**config.mk**
```make
export PLATFORM = sky130hd
export DESIGN_NAME = float_add_sub_normalize
export DESIGN_NICKNAME = d
export VERILOG_FILES = /design/src/sv/fas_pkg.sv /design/src/sv/float_add_sub_normalize.sv /design/src/sv/fas_align.sv /design/src/sv/fas_norm.sv
export SDC_FILE = /design/constraint.sdc
export NUM_CORES = 1
export LEC_CHECK = 0
export ABC_AREA = 0
export BUFFER_PORTS_ARGS = -buffer_cell sky130_fd_sc_hd__buf_2
export CORE_MARGIN = 2
export CORE_UTILIZATION = 33
export CTS_CLUSTER_SIZE = 16
export DETAILED_ROUTE_END_ITERATION = 10
export HOLD_SLACK_MARGIN = 0.05
export SYNTH_ARGS = -nofsm -noshare
export SYNTH_HDL_FRONTEND = slang
export SYNTH_HIERARCHICAL = 1
export SYNTH_SLANG_ARGS = --single-unit
```
**constraint.sdc**
```tcl
create_clock -name clk -period 8.4 [get_ports clk]
set_input_delay 0 -clock clk [delete_from_list [all_inputs] [get_ports clk]]
set_output_delay 0 -clock clk [all_outputs]
set_load 0.1 [all_outputs]
```
**src/sv/fas_pkg.sv**
```systemverilog
// Shared constants and stage types for the float add/subtract pipeline.
package fas_pkg;
	localparam int FRAC_W = 63;
	localparam int EXP_W  = 16;
	localparam int SUM_W  = 64;
	localparam int LZ_W   = 7;
	localparam int EXT_W  = EXP_W + 2;
	localparam logic FUNC_ADD = 1'b0;
	localparam logic FUNC_SUB = 1'b1;

	// operands after ordering, leading one first
	typedef struct packed {
		logic [FRAC_W-1:0] lf;
		logic [FRAC_W-1:0] sf;
		logic signed [EXP_W-1:0] le;
		logic [EXP_W:0] diff;
		logic ls;
		logic eff_sub;
	} align_t;

	// raw sum with its exponent
	typedef struct packed {
		logic [SUM_W-1:0] wf;
		logic signed [EXP_W-1:0] we;
		logic ls;
	} sum_t;
endpackage

```
**src/sv/float_add_sub_normalize.sv**
```systemverilog
// Top level of the float add/subtract unit with normalization.
// Usage:
//   Drive the operand ports and func (0 add, 1 subtract) and raise start.
//   busy is always low, so an item is taken at every edge with start high.
//   Each item gives one result at the end of the pipeline: done is high for exactly
//   one cycle while result_frac, result_exp, result_sign and exp_overflow
//   hold it. The receiver cannot hold results off.
//   The pipeline has four register stages (ordering, align/add,
//   carry and zero count, shift).
//   Throughput: one item per cycle; every stage advances each cycle and
//   nothing in the pipeline ever stalls.
//   Reset (arst_n low) clears all valid bits; items in flight are dropped.
//   Fraction width is 63 bits with the leading one at bit 62; exponents
//   are 16-bit two's complement and wrap with exp_overflow set.
module float_add_sub_normalize import fas_pkg::*; #(
	parameter int ALIGN_LIMIT = 9
) (
	input  logic clk,
	input  logic arst_n,
	input  logic start,
	output logic busy,
	input  logic func,
	input  logic [FRAC_W-1:0] a_frac,
	input  logic signed [EXP_W-1:0] a_exp,
	input  logic a_sign,
	input  logic [FRAC_W-1:0] b_frac,
	input  logic signed [EXP_W-1:0] b_exp,
	input  logic b_sign,
	output logic done,
	output logic [FRAC_W-1:0] result_frac,
	output logic signed [EXP_W-1:0] result_exp,
	output logic result_sign,
	output logic exp_overflow
);
	logic sum_vld;
	sum_t sum;

	assign busy = 1'b0;

	fas_align #(.ALIGN_LIMIT(ALIGN_LIMIT)) u_align (
		.clk, .arst_n, .in_vld(start), .func, .a_frac, .a_exp, .a_sign,
		.b_frac, .b_exp, .b_sign, .out_vld(sum_vld), .out_sum(sum)
	);

	fas_norm u_norm (
		.clk, .arst_n, .in_vld(sum_vld), .in_sum(sum), .out_vld(done),
		.result_frac, .result_exp, .result_sign, .exp_overflow
	);
endmodule

```
**src/sv/fas_align.sv**
```systemverilog
// Stage 1 and 2: operand ordering, then alignment shift and add/subtract.
module fas_align import fas_pkg::*; #(
	parameter int ALIGN_LIMIT = 9
) (
	input  logic clk,
	input  logic arst_n,
	input  logic in_vld,
	input  logic func,
	input  logic [FRAC_W-1:0] a_frac,
	input  logic signed [EXP_W-1:0] a_exp,
	input  logic a_sign,
	input  logic [FRAC_W-1:0] b_frac,
	input  logic signed [EXP_W-1:0] b_exp,
	input  logic b_sign,
	output logic out_vld,
	output sum_t out_sum
);
	logic bs_eff, swap;
	align_t al_d, al_s1;
	logic vld_s1;
	logic [SUM_W-1:0] shifted, wf_d;

	// order operands
	always_comb begin
		bs_eff = b_sign ^ (func == FUNC_SUB);
		swap = (a_exp < b_exp) || ((a_exp == b_exp) && (a_frac < b_frac));
		if (swap) begin
			al_d.lf = b_frac; al_d.sf = a_frac; al_d.le = b_exp; al_d.ls = bs_eff;
			al_d.diff = {b_exp[EXP_W-1], b_exp} - {a_exp[EXP_W-1], a_exp};
		end else begin
			al_d.lf = a_frac; al_d.sf = b_frac; al_d.le = a_exp; al_d.ls = a_sign;
			al_d.diff = {a_exp[EXP_W-1], a_exp} - {b_exp[EXP_W-1], b_exp};
		end
		al_d.eff_sub = a_sign ^ bs_eff;
	end

	always_ff @(posedge clk or negedge arst_n) begin
		if (!arst_n) vld_s1 <= 1'b0;
		else vld_s1 <= in_vld;
	end
	always_ff @(posedge clk) begin
		al_s1 <= al_d;
	end

	// align and combine, modulo 2^64
	always_comb begin
		shifted = {1'b0, al_s1.sf} >> al_s1.diff;
		if (al_s1.diff >= (EXP_W+1)'(ALIGN_LIMIT)) wf_d = {1'b0, al_s1.lf};
		else if (al_s1.eff_sub) wf_d = {1'b0, al_s1.lf} - shifted;
		else wf_d = {1'b0, al_s1.lf} + shifted;
	end

	always_ff @(posedge clk or negedge arst_n) begin
		if (!arst_n) out_vld <= 1'b0;
		else out_vld <= vld_s1;
	end
	always_ff @(posedge clk) begin
		out_sum.wf <= wf_d;
		out_sum.we <= al_s1.le;
		out_sum.ls <= al_s1.ls;
	end
endmodule

```
**src/sv/fas_norm.sv**
```systemverilog
// Stages 3 and 4: carry fix, leading zero count, normalize shift, range check.
module fas_norm import fas_pkg::*; (
	input  logic clk,
	input  logic arst_n,
	input  logic in_vld,
	input  sum_t in_sum,
	output logic out_vld,
	output logic [FRAC_W-1:0] result_frac,
	output logic signed [EXP_W-1:0] result_exp,
	output logic result_sign,
	output logic exp_overflow
);
	logic [FRAC_W-1:0] f_d, f_s3;
	logic signed [EXT_W-1:0] e_d, e_s3, e_fin;
	logic [LZ_W-1:0] lz_d, lz_s3;
	logic zero_d, zero_s3, ls_s3, vld_s3;

	// carry into bit 63 shifts right once; count zeros above the leading one
	always_comb begin
		zero_d = (in_sum.wf == '0);
		e_d = EXT_W'(in_sum.we);
		if (in_sum.wf[SUM_W-1]) begin
			f_d = in_sum.wf[SUM_W-1:1];
			e_d = e_d + EXT_W'(1);
		end else begin
			f_d = in_sum.wf[FRAC_W-1:0];
		end
		lz_d = '0;
		for (int i = 0; i < FRAC_W; i++)
			if (f_d[i]) lz_d = LZ_W'(FRAC_W - 1 - i);
	end

	always_ff @(posedge clk or negedge arst_n) begin
		if (!arst_n) vld_s3 <= 1'b0;
		else vld_s3 <= in_vld;
	end
	always_ff @(posedge clk) begin
		f_s3 <= f_d; e_s3 <= e_d; lz_s3 <= lz_d;
		zero_s3 <= zero_d; ls_s3 <= in_sum.ls;
	end

	// normalize and wrap the exponent
	always_comb begin
		e_fin = e_s3 - EXT_W'(lz_s3);
	end

	always_ff @(posedge clk or negedge arst_n) begin
		if (!arst_n) out_vld <= 1'b0;
		else out_vld <= vld_s3;
	end
	always_ff @(posedge clk) begin
		result_sign <= ls_s3;
		if (zero_s3) begin
			result_frac <= '0;
			result_exp <= e_s3[EXP_W-1:0];
			exp_overflow <= 1'b0;
		end else begin
			result_frac <= f_s3 << lz_s3;
			result_exp <= e_fin[EXP_W-1:0];
			exp_overflow <= (e_fin[EXT_W-1:EXP_W-1] != {(EXT_W-EXP_W+1){e_fin[EXP_W-1]}});
		end
	end
endmodule

```
---- Word level (Yosys, flattened, before mapping) ----
Cells that the tools add are included.
word-level totals
  input port bits ......................... 164
  output and inout port bits .............. 83
  word-level logic and storage cells ...... 121
  register bits ........................... 417
operators by class
  eq/ne operators ......................... 2
  multiplexer cells ....................... 68
  bitwise logic cells ..................... 2
  shifts and indexed selects .............. 2
  reduce and logical (&&, ||, !) cells .... 9
  add/subtract/negate cells ............... 6
  $lt $le $gt $ge ......................... 3
operator list
  kind                   number
  $mux 6                 31
  $mux 160               1
  $mux 63                2
  $mux 5                 16
  $add 63x64->64         1
  $logic_not 64->1       1
  $mux 64                1
  $shr 63x17->64         1
  $sub 63x64->64         1
  $lt 63x63->1           1
  $shl 63x7->63          1
  $reduce_or 62->1       1
  $sub 16x16->17         2
  $mux 4                 8
  $reduce_or 32->1       1
  $mux 18                1
  $sub 18x7->18          1
  $add 16x2->17 const B  1
  $ge 17x4->1 const B    1
  $eq 16x16->1           1
  $lt 16x16->1           1
  $mux 16                1
  $reduce_or 16->1       1
  $mux 3                 4
  9 further kinds        11

---- Longest topological paths before layout ----
Gate-level depths: netlist of the first run.
  depth after elaboration ................. 63
  mapped depth ............................ 34
  mapped depth without buffers ............ 26

---- Modules after synthesis ----
The synthesis of the first run kept the hierarchy.
by module, submodules not included
  module                   sequential area each (µm²)  instances  area each (µm²)  cells each
  fas_align                4894.7                      1          21858.5          2547
  fas_norm                 3433.3                      1          10126.0          1098
  float_add_sub_normalize  0.0                         1          11.3             2

---- Least setup slack after synthesis of the first run ----
Ideal clock, no wire load.
  path type ............................... reg2reg
  start point ............................. register u_align/al_s1[5] (netlist bit)
  end point ............................... register u_align/out_sum[79] (netlist bit)
  arrival ................................. 6466 ps
  clock period less this slack ............ 6595 ps
  required time ........................... 8271 ps
  stages on the path, launching flop included .. 26
  buffers on the path ..................... 3
  setup time .............................. 129 ps
  path slack .............................. 1805 ps
  cell sequence ........................... dfxtp_1 buf_2 buf_4 clkbuf_1 mux4_2 mux4_2 and2_1 a211o_1 o21bai_1 or4b_4 nor2_4 nand2_1 nor3_2 nor2_1 xnor2_1 ha_1 a211oi_1 o21bai_1 or2_2 a221o_1 a41o_1 a31o_2 a21o_1 a311o_1 xnor2_1 o21ai_0
on the way
  longest elaborated chain between the ends .. 4
  elaborated cells on any way between the ends .. 6
  those cells by class .................... add/sub (2); order compare (1); shift (1); mux (2)
RTL lines
  element                                           RTL line                          RTL
  start, declared                                   fas_align.sv:19                   align_t al_d, al_s1;
  start signal, assigned                            fas_align.sv:42                   al_s1 <= al_d;
  $shr 63x17->64                                    fas_align.sv:47                   shifted = {1'b0, al_s1.sf} >> al_s1.diff;
  $add 63x64->64 or $sub 63x64->64 (tied branches)  fas_align.sv:50, fas_align.sv:49
  $mux 64                                           fas_align.sv:49                   else if (al_s1.eff_sub) wf_d = {1'b0, al_s1.lf} - shifted;
  $mux 63 (*)                                       fas_align.sv:48                   if (al_s1.diff >= (EXP_W+1)'(ALIGN_LIMIT)) wf_d = {1'b0, al_s1.lf};
  net u_align.wf_d[62]                              fas_align.sv:21                   logic [SUM_W-1:0] shifted, wf_d;
  end, declared                                     fas_align.sv:16                   output sum_t out_sum
Mark *: on every way through the listed nets, which the timed path passes. The rest lies on a longest branch.
A chain may end at the register's enable or synchronous reset.

---- Final worst setup path of the first run ----
  start point ............................. register u_align/al_s1[5] (netlist bit)
  end point ............................... register u_align/out_sum[80] (netlist bit)
on the way
  longest elaborated chain between the ends .. 3
  elaborated cells on any way between the ends .. 5
  those cells by class .................... add/sub (2); order compare (1); shift (1); mux (1)
RTL lines
  element                                           RTL line
  $shr 63x17->64                                    fas_align.sv:47
  $add 63x64->64 or $sub 63x64->64 (tied branches)  fas_align.sv:50, fas_align.sv:49
  $mux 64                                           fas_align.sv:49
Parallel ways exist; a longest one is shown, timed or not.

==> summary.txt, run 1 <==
Post-Route Skew: 0.0436 ns
RSZ-0062 raised after global routing: false
Core Region: 96400 µm²
PortBufs: 245
drt drc: 0
total CTS buffers: 47
number of synthesized flops with an enable pin: 0
Yosys reg bits: 415
GR Overflow Total: 0
Final Hold Vio Count: 0
DR pass1 iterations: 6
Resize count post-CTS: 0
clock sinks: 415
Slew Viols, Final: 0
Die X: 315 µm
Pwr Density: 276 nW/µm²
crit path time final: 7.67 ns
detailed placement HPWL: 94800 µm
clock insertion delay at the later pin of the skew report: 0.62 ns
Fill cells: 9700
hold_sp: start
Setup Buffers After CTS: 0
drt initial violations: 2951
Initial Util: 0.332
NumNets Final: 4386
sequential element share of the synthesized area: 0.260
global-route wire length before repair: 180000 µm
Core Util, Final: 0.401
Simple-Gate Fraction of Synth Area: 0.181
largest net degree at the start of global routing: 189
Total GRT Usage: 0.236
CP startpoint: u_align/al_s1[5]
P&R area growth vs syn: 20.7%
Vias: 30.2k
Post-Layout Cell Count: 5367
maximum clock insertion buffer count: 3
xor-xnor portion of the synthesized cell area: 0.0427
top post-synthesis cells by area: dfxtp_1 (26%), mux4_2 (10%), ha_1 (6.5%)
warnings from Yosys: 6
vias in the first global route: 29.3k
placed cells: 5034
Startpoint Class: flip-flop
max_cap viols: 0
TNS Setup: 0 ns
Hold-fix buffers, CTS: 246
most common cell after layout, fill and taps aside: nand2_1
vias per inst: 5.63
global placement routability congestion: 1.04
Cell Area, Synth: 32000 µm²
Fmax achieved: 130 MHz
wire per inst: 22.5 µm
clk root buf: clkbuf_16
syn nets: 3980
most frequent cells in the layout: nand2_1 (450), dfxtp_1 (403), o21ai_0 (278)
WHS: 0.0607 ns
initial antenna violation count: 4
share of the synthesized area in the top cell type: 0.257
critical path peak fanout: 32
Data arrival, critical path: 8.16 ns
die area: 99500 µm²
Final ANT Viol Nets: 0
Setup CP Type: reg2reg
final wirelength: 121000 µm
Final Cycle Share: 0.913
layout cell share with drive strength beyond 1: 0.200
Worst-Margin Slew: 1.19 ns
Ant. Diodes: 0
H-tree levels: 2
slew margin rel.: 0.205
placed inst area: 34500 µm²
main combinational cell family by area after synthesis: multiplexers
Synth Area in Compound Gates: 0.183
Std-Cell Rows: 114
Reg clk slew, reported paths: 0.07 ns
static leakage: 16.4 nW
leading area contributor after synthesis: dfxtp_1
post-route setup slack: 0.728 ns
count of final setup violators: 0
status: finished clean
Reg2Reg Launch Point: u_align/al_s1[5]
Synth Area per Inst: 8.77 µm²
worst slack, placed: 0.858 ns
total power: 10.6 mW
adder-cell share of the synthesized area: 0.0670
Synth cell types: 121
Synth Instances: 3647
VDD IR max: 0.203 mV
Register-to-Register Setup Slack: 0.73 ns
Ports: 247
share of synthesized flip-flops with an asynchronous set or reset: 0.00964
Post-Layout Inst Area: 38600 µm²
TritonCTS clock tree: yes
Synth Flop Type: dfxtp_1
Worst setup EP type: flip-flop
Die Height: 315 µm
mux share of post-synthesis cell area: 0.213
Hold Crit Class: in2reg
Critical Path RT: 8.89 ns
[final cells by class]
type                       instances  area [µm²]  share of cell area
clock buffer                      62        1290              0.0335
tap                             1276        1600              0.0413
multi-input combinational       2853       22000               0.570
clock inverter                    25         368             0.00952
timing repair buffer             572        4380               0.114
inverter                         164         616              0.0159
sequential                       415        8350               0.216
[sequential cells by signal (all words and copies together), names as in the netlist]
signal / cells
u_align/vld_s1: 1
u_norm/e_s3: 17
u_norm/out_vld: 1
u_norm/lz_s3: 6
u_align/al_s1: 161
u_norm/vld_s3: 1
u_norm/zero_s3: 1
u_align/out_vld: 1
u_norm/exp_overflow: 1
u_norm/result_frac: 63
u_norm/ls_s3: 1
u_align/out_sum: 81
u_norm/f_s3: 63
u_norm/result_exp: 16
u_norm/result_sign: 1
[per-layer routing]
metal  wire length [µm]  GRT usage  vias up  share of wire
li1                   -          -    14300              -
met1              51000      0.300    14300           0.42
met2              55100      0.384     1309           0.46
met3               8010     0.0376      312          0.066
met4               6940      0.125        4          0.057
met5                 27          0        -        0.00022
[kinds of logic (layout without fill, tap and decap cells)]
family / after synthesis / in the layout
AO/OA/AOI/OAI: 883 / 883
XOR/XNOR: 156 / 156
adder cells (fa/ha/maj): 169 / 169
buffers and inverters: 379 / 823
flip-flops: 415 / 415
multiplexers: 463 / 463
other: 1 / 1
AND/OR/NAND/NOR: 1181 / 1181
[where the power goes]
| part | switching, mW | internal [mW] | leakage [nW] | total [mW] |
|---|---|---|---|---|
| logic | 3.64 | 2.01 | 12.1 | 5.65 |
| clock network | 0.897 | 1.29 | 0.787 | 2.19 |
| registers | 0.443 | 2.36 | 3.51 | 2.81 |
[worst max-delay path: stages (launching register included)]
cell and delay, ns:
dfxtp_2 0.85, mux4_2 0.42, mux2_2 0.30, mux2i_1 0.51
o22ai_1 0.21, a2111oi_2 0.62, ha_1 0.27, inv_1 0.08
nor4_4 0.40, nand3_1 0.17, nor3_1 0.37, a31oi_1 0.16
xnor2_1 0.18, ha_1 0.42, a2111oi_0 0.45, nand2_1 0.18
a221oi_1 0.39, a21oi_1 0.21, o21ai_0 0.37, o31ai_1 0.19
a221o_1 0.36, a21oi_1 0.18, xor2_1 0.18, nor2_1 0.05
[synthesized netlist by cell type, drive strengths merged, types with 16 or more instances]
| library cell | n |
|---|---|
| o21ai | 301 |
| nor3 | 74 |
| or2 | 18 |
| a211oi | 18 |
| inv | 162 |
| nand2b | 60 |
| nor2 | 234 |
| o22ai | 21 |
| nand3 | 87 |
| nor4 | 35 |
| mux2i | 136 |
| nand2 | 450 |
| ha | 165 |
| xnor2 | 85 |
| nand4 | 56 |
| a21oi | 162 |
| and3 | 38 |
| nor2b | 43 |
| o221ai | 35 |
| buf | 96 |
| a2111oi | 16 |
| a31oi | 41 |
| clkbuf | 119 |
| xor2 | 71 |
| mux2 | 174 |
| dfxtp | 411 |
| mux4 | 153 |
| or3 | 16 |
| and2 | 22 |
| o211ai | 28 |
| a211o | 21 |
| o31ai | 16 |
| a21o | 70 |
[path summary, 6_finish.rpt]
| check | cells past startpoint | to |
|---|---|---|
| max reg2reg | 23 | u_align/out_sum[80] |
| max in group asynchronous | 3 | u_norm/out_vld |
| min in group asynchronous | 3 | u_align/vld_s1 |
| min reg2reg | 0 | u_align/out_sum[4] |
| max | 23 | u_align/out_sum[80] |
| min | 2 | u_align/vld_s1 |
No activity file was read; power rests on OpenSTA's default activity.
==> run 2, diff against run 1 <==
- PLACE_DENSITY_LB_ADDON: default -> 0.1
==> run 2 against run 1 <==
  * Combinational power is 0.9% higher
  * Global-route usage is 1.5 points higher
  * Clock-buffer cell count stayed put
  * Setup slack worse by 0.18 ns
  * Fmax is 2.2% lower
  * First-iteration DRC count is 8.7% lower
  * Sequential share of layout area is 0.058 points higher
  * Worst hold slack better by 0.012 ns
  * Cell count hardly changed
  * Power is 0.20% higher
  * Register-to-register slack worse by 0.18 ns
  * Critical endpoint is now u_align/out_sum[79]
  * Largest cell class unchanged
==> summary.txt, run 2 (synthesized netlist as in run 1, its figures left out) <==
Core Region: 96400 µm² (unchanged)
Reg2Reg Depth: 23 (unchanged)
GR Overflow Total: 0 (unchanged)
RSZ-0062 raised after global routing: false
met3 Use GR: 0.0403 (+0.00275)
Critical Path RT: 8.88 ns (about the same)
static leakage: 16.4 nW (-0.27%)
maximum clock insertion buffer count: 3 (unchanged)
Largest Register: u_align/al_s1
Startpoint Class: flip-flop
status: finished clean
drt initial violations: 2694 (-8.7%)
count of final setup violators: 0 (unchanged)
Pwr Density: 277 nW/µm² (+0.47%)
busiest grt layer: met2
Total GRT Usage: 0.251 (+0.0154)
Reg2Reg Launch Point: u_align/al_s1[3]
Initial Util: 0.332 (unchanged)
drt drc: 0 (unchanged)
Data arrival, critical path: 8.33 ns (+0.17 ns)
max reg flops: 161 (unchanged)
Final ANT Viol Nets: 0 (unchanged)
die area: 99500 µm² (unchanged)
Slew Viols, Final: 0 (unchanged)
most common cell after layout, fill and taps aside: nand2_1
P&R area growth vs syn: 20.4%
critical path peak fanout: 31 (-3.1%)
Worst-Margin Slew: 1.26 ns (+0.0659 ns)
largest net degree at the start of global routing: 199 (+5.3%)
PortBufs: 245 (unchanged)
WHS: 0.0730 ns (+0.0123 ns)
vias per inst: 5.59 (-0.71%)
crit path time final: 7.85 ns (+0.175 ns)
Vias: 30.0k (-0.69%)
Register-to-Register Setup Slack: 0.55 ns (-0.18 ns)
clock sinks: 415 (unchanged)
Post-Route Skew: 0.0267 ns (-0.0169 ns)
Post-Layout Cell Count: 5368 (+0.019%)
Std-Cell Rows: 114 (unchanged)
TNS Setup: 0 ns (unchanged)
hold_sp: b_exp[1]
global-route wire length before repair: 189000 µm (+4.8%)
placed cells: 5031 (-0.060%)
met1 GRT Util: 0.323 (+0.0232)
slew margin rel.: 0.156 (-0.0490)
Fmax achieved: 127 MHz (-2.2%)
total CTS buffers: 49 (+4.3%)
wire per inst: 24.0 µm (+6.5%)
placed inst area: 34400 µm² (-0.22%)
global placement routability congestion: 1.01 (-3.5%)
clock insertion delay at the later pin of the skew report: 0.65 ns (+0.03 ns)
clk root buf: clkbuf_16
worst reg2reg endpoint: u_align/out_sum[79]
Final Cycle Share: 0.934 (+0.0209)
Hold Path End: u_align/al_s1[3]
DR pass1 iterations: 8 (+2)
Hold Crit Class: in2reg
total power: 10.7 mW (+0.20%)
Setup CP Type: reg2reg
met2 usage: 0.420 (+0.0363)
Post-Layout Inst Area: 38500 µm² (-0.27%)
Largest regs: u_align/al_s1 x161, u_align/out_sum x81
vias in the first global route: 29.1k (-0.42%)
layout cell share with drive strength beyond 1: 0.199 (-0.000636)
most frequent cells in the layout: nand2_1 (450), dfxtp_1 (403), o21ai_0 (278)
Reg clk slew, reported paths: 0.06 ns (about the same)
worst hold path depth: 3 (+1)
CP startpoint: u_align/al_s1[3]
max_cap viols: 0 (unchanged)
detailed placement HPWL: 103000 µm (+8.5%)
VDD IR max: 0.368 mV (+81%)
TritonCTS clock tree: yes
Die Height: 315 µm (unchanged)
final wirelength: 129000 µm (+6.5%)
NumNets Final: 4385 (-0.023%)
Worst setup EP type: flip-flop
Final Hold Vio Count: 0 (unchanged)
H-tree levels: 2 (unchanged)
Die X: 315 µm (unchanged)
Setup Buffers After CTS: 0 (unchanged)
initial antenna violation count: 6 (+2)
Ports: 247 (unchanged)
## run 2: cell types whose count changed in the layout (fill, tap and decap cells not counted), sizes merged
cell	delta
inv	-2
diode	+3
bufinv	-3
clkinvlp	-1
buf	-3
clkinv	+7
## run 2: critical path: stages, from the launching register on
cell and delay, ns:
dfxtp_4 0.54, buf_4 0.48, mux4_2 0.61, mux2i_1 0.47, mux2i_1 0.23, a221oi_1 0.58, buf_4 0.24, and2b_1 0.16
nand4_2 0.16, nor4_4 0.33, and3_1 0.36, nor2_1 0.08, xor2_1 0.19, ha_1 0.40, a21oi_1 0.37, o21ai_0 0.28
a221o_1 0.42, nor4_1 0.36, o21ai_0 0.34, a31o_2 0.31, a21o_1 0.22, a311o_1 0.33, xnor2_1 0.12, o21ai_0 0.08
## run 2: worst max-delay path by stage
| stage | depth (start not counted) | slack, ns | endpoint |
|---|---|---|---|
| floorplan | 25 | 1.80 | u_align/out_sum[79] |
| finish | 23 | 0.55 | u_align/out_sum[79] |
| detailed placement | 22 | 0.60 | u_align/out_sum[79] |
| global route | 24 | 0.1 | u_align/out_sum[80] |
| CTS | 22 | 0.58 | u_align/out_sum[79] |
| global placement | 22 | 0.62 | u_align/out_sum[79] |
## run 2: area by class of cell
type	count	area (µm²)
well taps	1276	1600
clock buffers	62	1320
clock inverters	26	309
fillers	9903	57900
flip-flops and latches	415	8350
inverters	164	616
repair buffers	569	4320
diodes	3	7.51
multi-input cells	2853	22000
## run 2: layer usage
metal,vias to the layer above,part of all wire
met5,-,0.000085
met4,2,0.042
met3,284,0.061
met2,1057,0.47
met1,14400,0.42
li1,14300,-
## run 2: through the flow
stage,util,setup WS [ns]
floorplan,-,1.80
global placement,0.357,0.623
detailed placement,0.357,0.602
CTS,0.399,0.580
global route,0.399,0.0956
finish,0.399,0.553
## run 2: report_power, final
part / internal, mW / total (mW) / switching (mW) / leakage [nW]
Sequential: 2.36 / 2.83 / 0.464 / 3.51
Clock: 1.22 / 2.14 / 0.922 / 0.781
Combinational: 2.01 / 5.70 / 3.69 / 12.1
Total: 5.59 / 10.7 / 5.08 / 16.4
## run 2: timing repair
| action | 4_1_cts | 5_1_grt |
|---|---|---|
| resized for setup | 0 | 0 |
| endpoints found under the setup margin | 0 | 0 |
| hold buffers | 246 | 0 |
| hold endpoints to repair | 164 | 0 |
